==> config.mk <==
export PLATFORM = sky130hd
export DESIGN_NAME = nrzi_afsk_tone_modulator_core
export DESIGN_NICKNAME = d
export VERILOG_FILES = /design/src/rtl/nafsk_pkg.sv /design/src/rtl/nafsk_front.sv /design/src/rtl/nafsk_back.sv /design/src/rtl/nafsk_res_q.sv /design/src/rtl/nrzi_afsk_tone_modulator_core.sv
export SDC_FILE = /design/constraint.sdc
export NUM_CORES = 1
export LEC_CHECK = 0
export ABC_AREA = 0
export BUFFER_PORTS_ARGS = -buffer_cell sky130_fd_sc_hd__buf_2
export CAP_MARGIN = 20
export CORE_MARGIN = 2
export CORE_UTILIZATION = 56
export DETAILED_ROUTE_END_ITERATION = 8
export PLACE_DENSITY_LB_ADDON = 0.1
export SKIP_CTS_REPAIR_TIMING = 1
export SYNTH_ARGS = -nofsm -noshare
export SYNTH_HDL_FRONTEND = slang
export SYNTH_SLANG_ARGS = --single-unit
==> constraint.sdc <==
create_clock -name clk_i -period 2.7 [get_ports clk_i]
set_clock_uncertainty 0.1 [all_clocks]
set_input_delay 0.81 -clock clk_i [delete_from_list [all_inputs] [get_ports clk_i]]
set_output_delay 0.81 -clock clk_i [all_outputs]
set_load 0.005 [all_outputs]
==> src/rtl/nafsk_pkg.sv <==
// shared types, constants and the sine table of the afsk tone modulator
package nafsk_pkg;

  // sine table geometry
  localparam int SINE_DEPTH   = 16;
  localparam int SINE_IDX_W   = $clog2(SINE_DEPTH);
  localparam int SAMPLE_IDX_W = $clog2(2 * SINE_DEPTH);

  // field widths
  localparam int LEVEL_W    = 4;
  localparam int DATA_W     = 8;
  localparam int TICK_W     = 8;
  localparam int BIT_POS_W  = $clog2(DATA_W);
  localparam int CFG_IDX_W  = 1;
  localparam int CFG_DATA_W = 8;

  // samples per bit for each tone
  localparam logic [SAMPLE_IDX_W-1:0] SAMPLES_LOW  = SAMPLE_IDX_W'(SINE_DEPTH);
  localparam logic [SAMPLE_IDX_W-1:0] SAMPLES_HIGH = SAMPLE_IDX_W'(2 * SINE_DEPTH - 1);

  // last bit of a byte
  localparam logic [BIT_POS_W-1:0] LAST_BIT_POS = BIT_POS_W'(DATA_W - 1);

  // register reset values
  localparam logic [TICK_W-1:0] LOW_TICKS_RST  = 8'd42;
  localparam logic [TICK_W-1:0] HIGH_TICKS_RST = 8'd28;

  // opcodes
  localparam logic OP_LOAD = 1'b0;
  localparam logic OP_TICK = 1'b1;

  // register indexes
  localparam logic [CFG_IDX_W-1:0] REG_LOW_TICKS  = 1'b0;
  localparam logic [CFG_IDX_W-1:0] REG_HIGH_TICKS = 1'b1;

  // one period of the sine wave, 4-bit dac codes
  localparam logic [LEVEL_W-1:0] SINE_TABLE [SINE_DEPTH] = '{
    4'd7, 4'd10, 4'd13, 4'd14, 4'd15, 4'd14, 4'd13, 4'd10,
    4'd7, 4'd5,  4'd2,  4'd1,  4'd0,  4'd1,  4'd2,  4'd5
  };

  // classified input item
  typedef struct packed {
    logic              is_tick;
    logic [DATA_W-1:0] data_byte;
  } cmd_t;

  // one result item
  typedef struct packed {
    logic [LEVEL_W-1:0] dac_level;
    logic               tone_high;
    logic               byte_done;
  } res_t;

  // back end status toward the top level
  typedef struct packed {
    logic busy;
    logic cmd_pop;
    logic res_push;
  } back_status_t;

endpackage

==> src/rtl/nafsk_front.sv <==
// front end: accepts input transfers, classifies them and queues commands
module nafsk_front import nafsk_pkg::*; (
  input  logic              clk_i,
  input  logic              rst_ni,
  input  logic              push,
  output logic              full,
  input  logic              opcode_i,
  input  logic [DATA_W-1:0] data_byte_i,
  output logic              cmd_valid_o,
  output cmd_t              cmd_o,
  input  logic              cmd_pop_i
);

  cmd_t       mem_q [2];
  logic       wr_ptr_q, wr_ptr_d;
  logic       rd_ptr_q, rd_ptr_d;
  logic [1:0] cnt_q, cnt_d;
  logic       wr_en, rd_en;
  cmd_t       cmd_in;

  // classify the incoming item
  always_comb begin
    cmd_in.is_tick   = (opcode_i == OP_TICK);
    cmd_in.data_byte = data_byte_i;
  end

  assign full        = (cnt_q == 2'd2);
  assign wr_en       = push && !full;
  assign cmd_valid_o = (cnt_q != 2'd0);
  assign rd_en       = cmd_pop_i && cmd_valid_o;
  assign cmd_o       = mem_q[rd_ptr_q];

  // pointer and fill bookkeeping
  always_comb begin
    wr_ptr_d = wr_en ? ~wr_ptr_q : wr_ptr_q;
    rd_ptr_d = rd_en ? ~rd_ptr_q : rd_ptr_q;
    cnt_d    = cnt_q + {1'b0, wr_en} - {1'b0, rd_en};
  end

  always_ff @(posedge clk_i or negedge rst_ni) begin
    if (!rst_ni) begin
      wr_ptr_q <= 1'b0;
      rd_ptr_q <= 1'b0;
      cnt_q    <= 2'd0;
    end else begin
      wr_ptr_q <= wr_ptr_d;
      rd_ptr_q <= rd_ptr_d;
      cnt_q    <= cnt_d;
    end
  end

  // command storage
  always_ff @(posedge clk_i) begin
    if (wr_en) begin
      mem_q[wr_ptr_q] <= cmd_in;
    end
  end

endmodule

==> src/rtl/nafsk_back.sv <==
// back end: nrzi tone state, sample timing and sine lookup
module nafsk_back import nafsk_pkg::*; (
  input  logic                  clk_i,
  input  logic                  rst_ni,
  input  logic                  cfg_we_i,
  input  logic [CFG_IDX_W-1:0]  cfg_idx_i,
  input  logic [CFG_DATA_W-1:0] cfg_data_i,
  input  logic                  cmd_valid_i,
  input  cmd_t                  cmd_i,
  input  logic                  res_space_i,
  output res_t                  res_o,
  output back_status_t          status_o
);

  logic [TICK_W-1:0]       low_ticks_q, low_ticks_d;
  logic [TICK_W-1:0]       high_ticks_q, high_ticks_d;
  logic [DATA_W-1:0]       shift_q, shift_d;
  logic [BIT_POS_W-1:0]    bit_pos_q, bit_pos_d;
  logic                    tone_q, tone_d;
  logic [SAMPLE_IDX_W-1:0] sample_idx_q, sample_idx_d;
  logic [TICK_W-1:0]       tick_q, tick_d;
  logic                    busy_q, busy_d;

  logic                    take;
  logic [TICK_W-1:0]       period;
  logic                    last_tick;
  logic                    last_sample;
  logic [SAMPLE_IDX_W-1:0] samples;
  logic [BIT_POS_W-1:0]    next_pos;
  logic                    res_push;
  logic                    done;

  // a command leaves the queue only when a result slot is free
  assign take = cmd_valid_i && res_space_i;

  // sample period and end of sample / end of bit detection
  always_comb begin
    period      = tone_q ? high_ticks_q : low_ticks_q;
    if (period == '0) begin
      period = TICK_W'(1);
    end
    samples     = tone_q ? SAMPLES_HIGH : SAMPLES_LOW;
    last_tick   = ({1'b0, tick_q} + 1'b1) >= {1'b0, period};
    last_sample = ({1'b0, sample_idx_q} + 1'b1) >= {1'b0, samples};
    next_pos    = bit_pos_q + 1'b1;
  end

  // command execution
  always_comb begin
    shift_d      = shift_q;
    bit_pos_d    = bit_pos_q;
    tone_d       = tone_q;
    sample_idx_d = sample_idx_q;
    tick_d       = tick_q;
    busy_d       = busy_q;
    res_push     = 1'b0;
    done         = 1'b0;
    if (take) begin
      if (!cmd_i.is_tick && !busy_q) begin
        // start a byte, nrzi on bit 0
        shift_d      = cmd_i.data_byte;
        bit_pos_d    = '0;
        sample_idx_d = '0;
        tick_d       = '0;
        busy_d       = 1'b1;
        tone_d       = tone_q ^ ~cmd_i.data_byte[0];
      end else if (cmd_i.is_tick && busy_q) begin
        res_push = 1'b1;
        if (last_tick) begin
          tick_d = '0;
          if (last_sample) begin
            sample_idx_d = '0;
            if (bit_pos_q == LAST_BIT_POS) begin
              busy_d = 1'b0;
              done   = 1'b1;
            end else begin
              // next bit, a zero toggles the tone
              bit_pos_d = next_pos;
              tone_d    = tone_q ^ ~shift_q[next_pos];
            end
          end else begin
            sample_idx_d = sample_idx_q + 1'b1;
          end
        end else begin
          tick_d = tick_q + 1'b1;
        end
      end
    end
  end

  // configuration writes
  always_comb begin
    low_ticks_d  = low_ticks_q;
    high_ticks_d = high_ticks_q;
    if (cfg_we_i) begin
      case (cfg_idx_i)
        REG_LOW_TICKS:  low_ticks_d  = cfg_data_i;
        REG_HIGH_TICKS: high_ticks_d = cfg_data_i;
        default: ;
      endcase
    end
  end

  // table position wraps modulo the table depth (a power of two)
  always_comb begin
    res_o.dac_level = SINE_TABLE[sample_idx_q[SINE_IDX_W-1:0]];
    res_o.tone_high = tone_q;
    res_o.byte_done = done;
  end

  assign status_o.busy     = busy_q;
  assign status_o.cmd_pop  = take;
  assign status_o.res_push = res_push;

  always_ff @(posedge clk_i or negedge rst_ni) begin
    if (!rst_ni) begin
      low_ticks_q  <= LOW_TICKS_RST;
      high_ticks_q <= HIGH_TICKS_RST;
      shift_q      <= '0;
      bit_pos_q    <= '0;
      tone_q       <= 1'b0;
      sample_idx_q <= '0;
      tick_q       <= '0;
      busy_q       <= 1'b0;
    end else begin
      low_ticks_q  <= low_ticks_d;
      high_ticks_q <= high_ticks_d;
      shift_q      <= shift_d;
      bit_pos_q    <= bit_pos_d;
      tone_q       <= tone_d;
      sample_idx_q <= sample_idx_d;
      tick_q       <= tick_d;
      busy_q       <= busy_d;
    end
  end

endmodule

==> src/rtl/nafsk_res_q.sv <==
// two-entry result queue in front of the output ports
module nafsk_res_q import nafsk_pkg::*; (
  input  logic clk_i,
  input  logic rst_ni,
  input  logic res_push_i,
  input  res_t res_i,
  output logic res_space_o,
  output logic empty,
  input  logic pop,
  output res_t res_o
);

  res_t       mem_q [2];
  logic       wr_ptr_q, wr_ptr_d;
  logic       rd_ptr_q, rd_ptr_d;
  logic [1:0] cnt_q, cnt_d;
  logic       wr_en, rd_en;

  assign res_space_o = (cnt_q != 2'd2);
  assign empty       = (cnt_q == 2'd0);
  assign wr_en       = res_push_i && res_space_o;
  assign rd_en       = pop && !empty;
  assign res_o       = mem_q[rd_ptr_q];

  // pointer and fill bookkeeping
  always_comb begin
    wr_ptr_d = wr_en ? ~wr_ptr_q : wr_ptr_q;
    rd_ptr_d = rd_en ? ~rd_ptr_q : rd_ptr_q;
    cnt_d    = cnt_q + {1'b0, wr_en} - {1'b0, rd_en};
  end

  always_ff @(posedge clk_i or negedge rst_ni) begin
    if (!rst_ni) begin
      wr_ptr_q <= 1'b0;
      rd_ptr_q <= 1'b0;
      cnt_q    <= 2'd0;
    end else begin
      wr_ptr_q <= wr_ptr_d;
      rd_ptr_q <= rd_ptr_d;
      cnt_q    <= cnt_d;
    end
  end

  // result storage
  always_ff @(posedge clk_i) begin
    if (wr_en) begin
      mem_q[wr_ptr_q] <= res_i;
    end
  end

endmodule

==> src/rtl/nrzi_afsk_tone_modulator_core.sv <==
// top level of the nrzi afsk tone modulator
// path: an accepted tick is registered in the command queue, and its sample then in the result queue
// throughput: one item per cycle while the result queue has space, set by the tone engine in the back end
// a stalled output backs up through two result slots and two command slots before full rises
// reset: asynchronous active low; idle, low tone, queues empty, registers at 42 and 28 ticks
module nrzi_afsk_tone_modulator_core import nafsk_pkg::*; (
  input  logic                  clk_i,
  input  logic                  rst_ni,
  input  logic                  push,
  output logic                  full,
  input  logic                  opcode_i,
  input  logic [DATA_W-1:0]     data_byte_i,
  output logic                  empty,
  input  logic                  pop,
  output logic [LEVEL_W-1:0]    dac_level_o,
  output logic                  tone_high_o,
  output logic                  byte_done_o,
  input  logic                  cfg_we_i,
  input  logic [CFG_IDX_W-1:0]  cfg_idx_i,
  input  logic [CFG_DATA_W-1:0] cfg_data_i
);

  logic         cmd_valid;
  cmd_t         cmd;
  logic         res_space;
  res_t         res_new;
  res_t         res_head;
  back_status_t status;

  // input side
  nafsk_front u_front (
    .clk_i       (clk_i),
    .rst_ni      (rst_ni),
    .push        (push),
    .full        (full),
    .opcode_i    (opcode_i),
    .data_byte_i (data_byte_i),
    .cmd_valid_o (cmd_valid),
    .cmd_o       (cmd),
    .cmd_pop_i   (status.cmd_pop)
  );

  // tone engine
  nafsk_back u_back (
    .clk_i       (clk_i),
    .rst_ni      (rst_ni),
    .cfg_we_i    (cfg_we_i),
    .cfg_idx_i   (cfg_idx_i),
    .cfg_data_i  (cfg_data_i),
    .cmd_valid_i (cmd_valid),
    .cmd_i       (cmd),
    .res_space_i (res_space),
    .res_o       (res_new),
    .status_o    (status)
  );

  // output side
  nafsk_res_q u_res_q (
    .clk_i       (clk_i),
    .rst_ni      (rst_ni),
    .res_push_i  (status.res_push),
    .res_i       (res_new),
    .res_space_o (res_space),
    .empty       (empty),
    .pop         (pop),
    .res_o       (res_head)
  );

  assign dac_level_o = res_head.dac_level;
  assign tone_high_o = res_head.tone_high;
  assign byte_done_o = res_head.byte_done;

  // a result is only produced into a free slot
  assert property (@(posedge clk_i) disable iff (!rst_ni)
    status.res_push |-> res_space)
    else $error("result produced with the result queue full");

  // results come only from ticks while a byte is in flight
  assert property (@(posedge clk_i) disable iff (!rst_ni)
    status.res_push |-> (status.busy && cmd.is_tick && cmd_valid))
    else $error("result produced outside an active byte");

  // an accepted transfer is visible to the back end on the next cycle
  assert property (@(posedge clk_i) disable iff (!rst_ni)
    (push && !full) |=> cmd_valid)
    else $error("accepted item missing from the command queue");

  // the engine is no longer busy once it has finished a byte
  assert property (@(posedge clk_i) disable iff (!rst_ni)
    (status.busy && status.res_push && res_new.byte_done) |=> !status.busy)
    else $error("engine still busy after the last sample of a byte");

endmodule

==> results.toml <==
[outcome]
outcome = "completed"

[power]
p_int_mw = 2.96
pwr-share-clk_pct = 18.8
ir_worst_vdd_mv = 0.538
swShare_pct = 35.5
p_seq_share_pct = 40.5
finalPower_mw = 4.59
switchingPower_mw = 1.63
p_comb_share_pct = 40.7
power_density_nw_per_um2 = 966
p_leak_nw = 2.08

[finish]
drive_gt1_share_pct = 32.2
layout_commonest_cell = "dfrtp_1"
fin_nets = 436
syn2layout_area_growth_pct = 15.0
final_cell_mix = "43 x dfrtp_1, 39 x nand2_1, 30 x buf_2, 30 x edfxtp_1, 24 x ha_1"
final_area_um2 = 4760
diodes = 0
final.fill_count = 551

[routing]
ant_nets = 0
wirelength_um = 7200
drt-vias-per-instance = 5.31
wl_per_cell_um = 14.7
drtIter0Drc = 121
vias = 2602
drc_errors = 0
drtPass1Iterations = 4

[floorplanning]
chipHeight_um = 89.9
core.rowCount = 31
die_area_um2 = 8090
io_pins = 31
chipWidth_um = 89.9
start_util_pct = 57.3
core_area_um2 = 7210

[global_routing]
globalRouteOverflowTotal = 0
grt_util_all_layers_pct = 18.5
grt_max_degree = 27
grt_antenna_before_repair = 0
grt_pass1_wl_um = 12000
grt_pass1_vias = 2518

[synth]
synthCells = 335
synth_xor_area_share_pct = 3.60
ys_seq_area_share_pct = 52.2
syn_nets = 385
synth-adder-area-share_pct = 8.17
synth_compound_area_share_pct = 10.1
synth_edf_count = 30
yosys.area_share.simple_pct = 10.3
yosys_warnings = 0
ys.flop_type = "dfrtp_1"
netlist_area_um2 = 4140
synth.distinct_cells = 58
ys_ff_latch = 80
synth_area_per_cell_um2 = 12.3
synth_top_family_by_area = "multiplexers"
async_reset_ff_share_pct = 62.5
synth.mux.area_fraction_pct = 12.0

[placed_design]
gp_congestion = 0.812
place_hpwl_um = 5150
portBuffers = 30
placed_cell_area_um2 = 4490

[setup_path]
cp_data_required_time_ns = 2.88
start_kind = "flip-flop"
path_class = "flip-flop to flip-flop"
path_max_fanout = 6
crit_path_end_kind = "flip-flop"
arrival_ns = 2.82

[timing]
fmax_ghz = 0.379
rsz0062_at_grt = "true"
setup_tns_ns = 0
finalSetupViolations = 0
fin_crit_ns = 2.64
worstMarginPinSlew_ns = 0.605
maxSlewViolCount = 0
finalHoldViolations = 0
whs_ns = 0.357
period_share_pct = 97.6
slew_headroom_pct = 59.6

[clock_network]
numCtsBuffers = 9
clk_path_buf_depth = 2
path_clk_slew_ns = 0.09
cts.htree.levels = 3
cts_root_buffer = "clkbuf_8"
cts_tree = "done"
cts.sinks = 80
clock_latency_ns = 0.35

[run]
max_cap_viol_count = 0

[min_path]
hold_path_class = "input port to asynchronous set/reset pin"
## worst max-delay path: stages (launching register included)
cell and delay, ns:
dfrtp_1 0.44, nand2_1 0.12, nor2_2 0.14, xor2_1 0.23, ha_2 0.22, bufinv_8 0.17
a221oi_4 0.45, o21bai_2 0.14, or3_4 0.37, o211ai_2 0.17
## worst paths after layout
path                                   startpoint                      to  slack [ns]  cells past startpoint
max                        u_back.sample_idx_q[0]     u_back.bit_pos_q[2]        0.06                      9
min                                        rst_ni        u_res_q.rd_ptr_q        0.36                      1
max reg2reg                u_back.sample_idx_q[0]     u_back.bit_pos_q[2]        0.06                      9
min reg2reg                     u_back.shift_q[2]       u_back.shift_q[2]        0.39                      2
max in group asynchronous                  rst_ni  u_back.high_ticks_q[2]        1.52                      2
min in group clk_i              u_back.shift_q[2]       u_back.shift_q[2]        0.39                      2
## cells in the mapped netlist (4+ instances only)
master / count / area [µm²]
dfrtp_1: 44 / 1100
nand2_1: 39 / 146
edfxtp_1: 30 / 901
ha_1: 27 / 338
o21ai_1: 22 / 110
mux2_2: 21 / 236
mux2i_1: 18 / 180
inv_1: 15 / 56.3
xnor2_1: 10 / 87.6
nor2_1: 9 / 33.8
o21ai_0: 8 / 40.0
nand3_1: 7 / 35.0
xor2_1: 7 / 61.3
clkbuf_1: 6 / 22.5
dfstp_2: 6 / 158
nand4_1: 4 / 25.0
nor2b_1: 4 / 25.0
## cell families (layout without fill, tap and decap cells)
kind of cell,Yosys count,count (layout)
AOI/OAI and AO/OA,55,55
xor gates and xnor gates,17,17
adders and majority gates,27,27
buffers and inverters,30,86
DFF,80,80
muxes,43,43
and+or+nand+nor,83,83
## metrics by stage
stage / utilization (%) / setup WS [ns] / std cells
3_3_place_gp: 62.2 / 0.109 / 468
4_1_cts: 64.9 / -0.0324 / 484
5_1_grt: 65.9 / -0.0576 / 490
2_1_floorplan: - / 0.225 / 335
6_report: 65.9 / 0.0635 / 490
3_5_place_dp: 62.2 / -0.00254 / 468
## power by group through the flow
| stage | combinational, mW | sequential [mW] | clock, mW |
|---|---|---|---|
| after detailed placement | 1.82 | 1.88 | 0 |
| final | 1.87 | 1.86 | 0.864 |
| after floorplan | 1.37 | 1.81 | 0 |
| after CTS | 1.83 | 1.86 | 0.882 |
| after global routing | 2.11 | 1.90 | 0.936 |
| after global placement | 1.78 | 1.86 | 0 |
## metal layers
| layer | global-route usage [%] | wire (µm) |
|---|---|---|
| met1 | 26.0 | 3470 |
| met2 | 28.6 | 3390 |
| met3 | 3.60 | 272 |
| met4 | 7.18 | 69 |
| met5 | 0 | 0 |
## cell type report
type / count / area, µm² / share of cell area, %
tap: 99 / 124 / 2.60
sequential: 80 / 2160 / 45.4
inverter: 17 / 77.6 / 1.63
clock inverter: 7 / 68.8 / 1.45
clock buffer: 9 / 124 / 2.60
timing repair buffer: 53 / 348 / 7.31
multi-input combinational: 225 / 1850 / 39.0
## registers in the layout, summed over array words and instances (netlist names)
register             cells
u_back.high_ticks_q      8
u_back.tone_q            1
u_front.mem_q           18
u_res_q.mem_q           12
u_res_q.wr_ptr_q         1
u_front.rd_ptr_q         1
u_res_q.cnt_q            2
u_front.wr_ptr_q         1
u_res_q.rd_ptr_q         1
u_back.sample_idx_q      5
u_back.low_ticks_q       8
u_back.busy_q            1
u_back.tick_q            8
u_front.cnt_q            2
u_back.shift_q           8
u_back.bit_pos_q         3
Note: power is estimated with default switching activity, not from simulation.
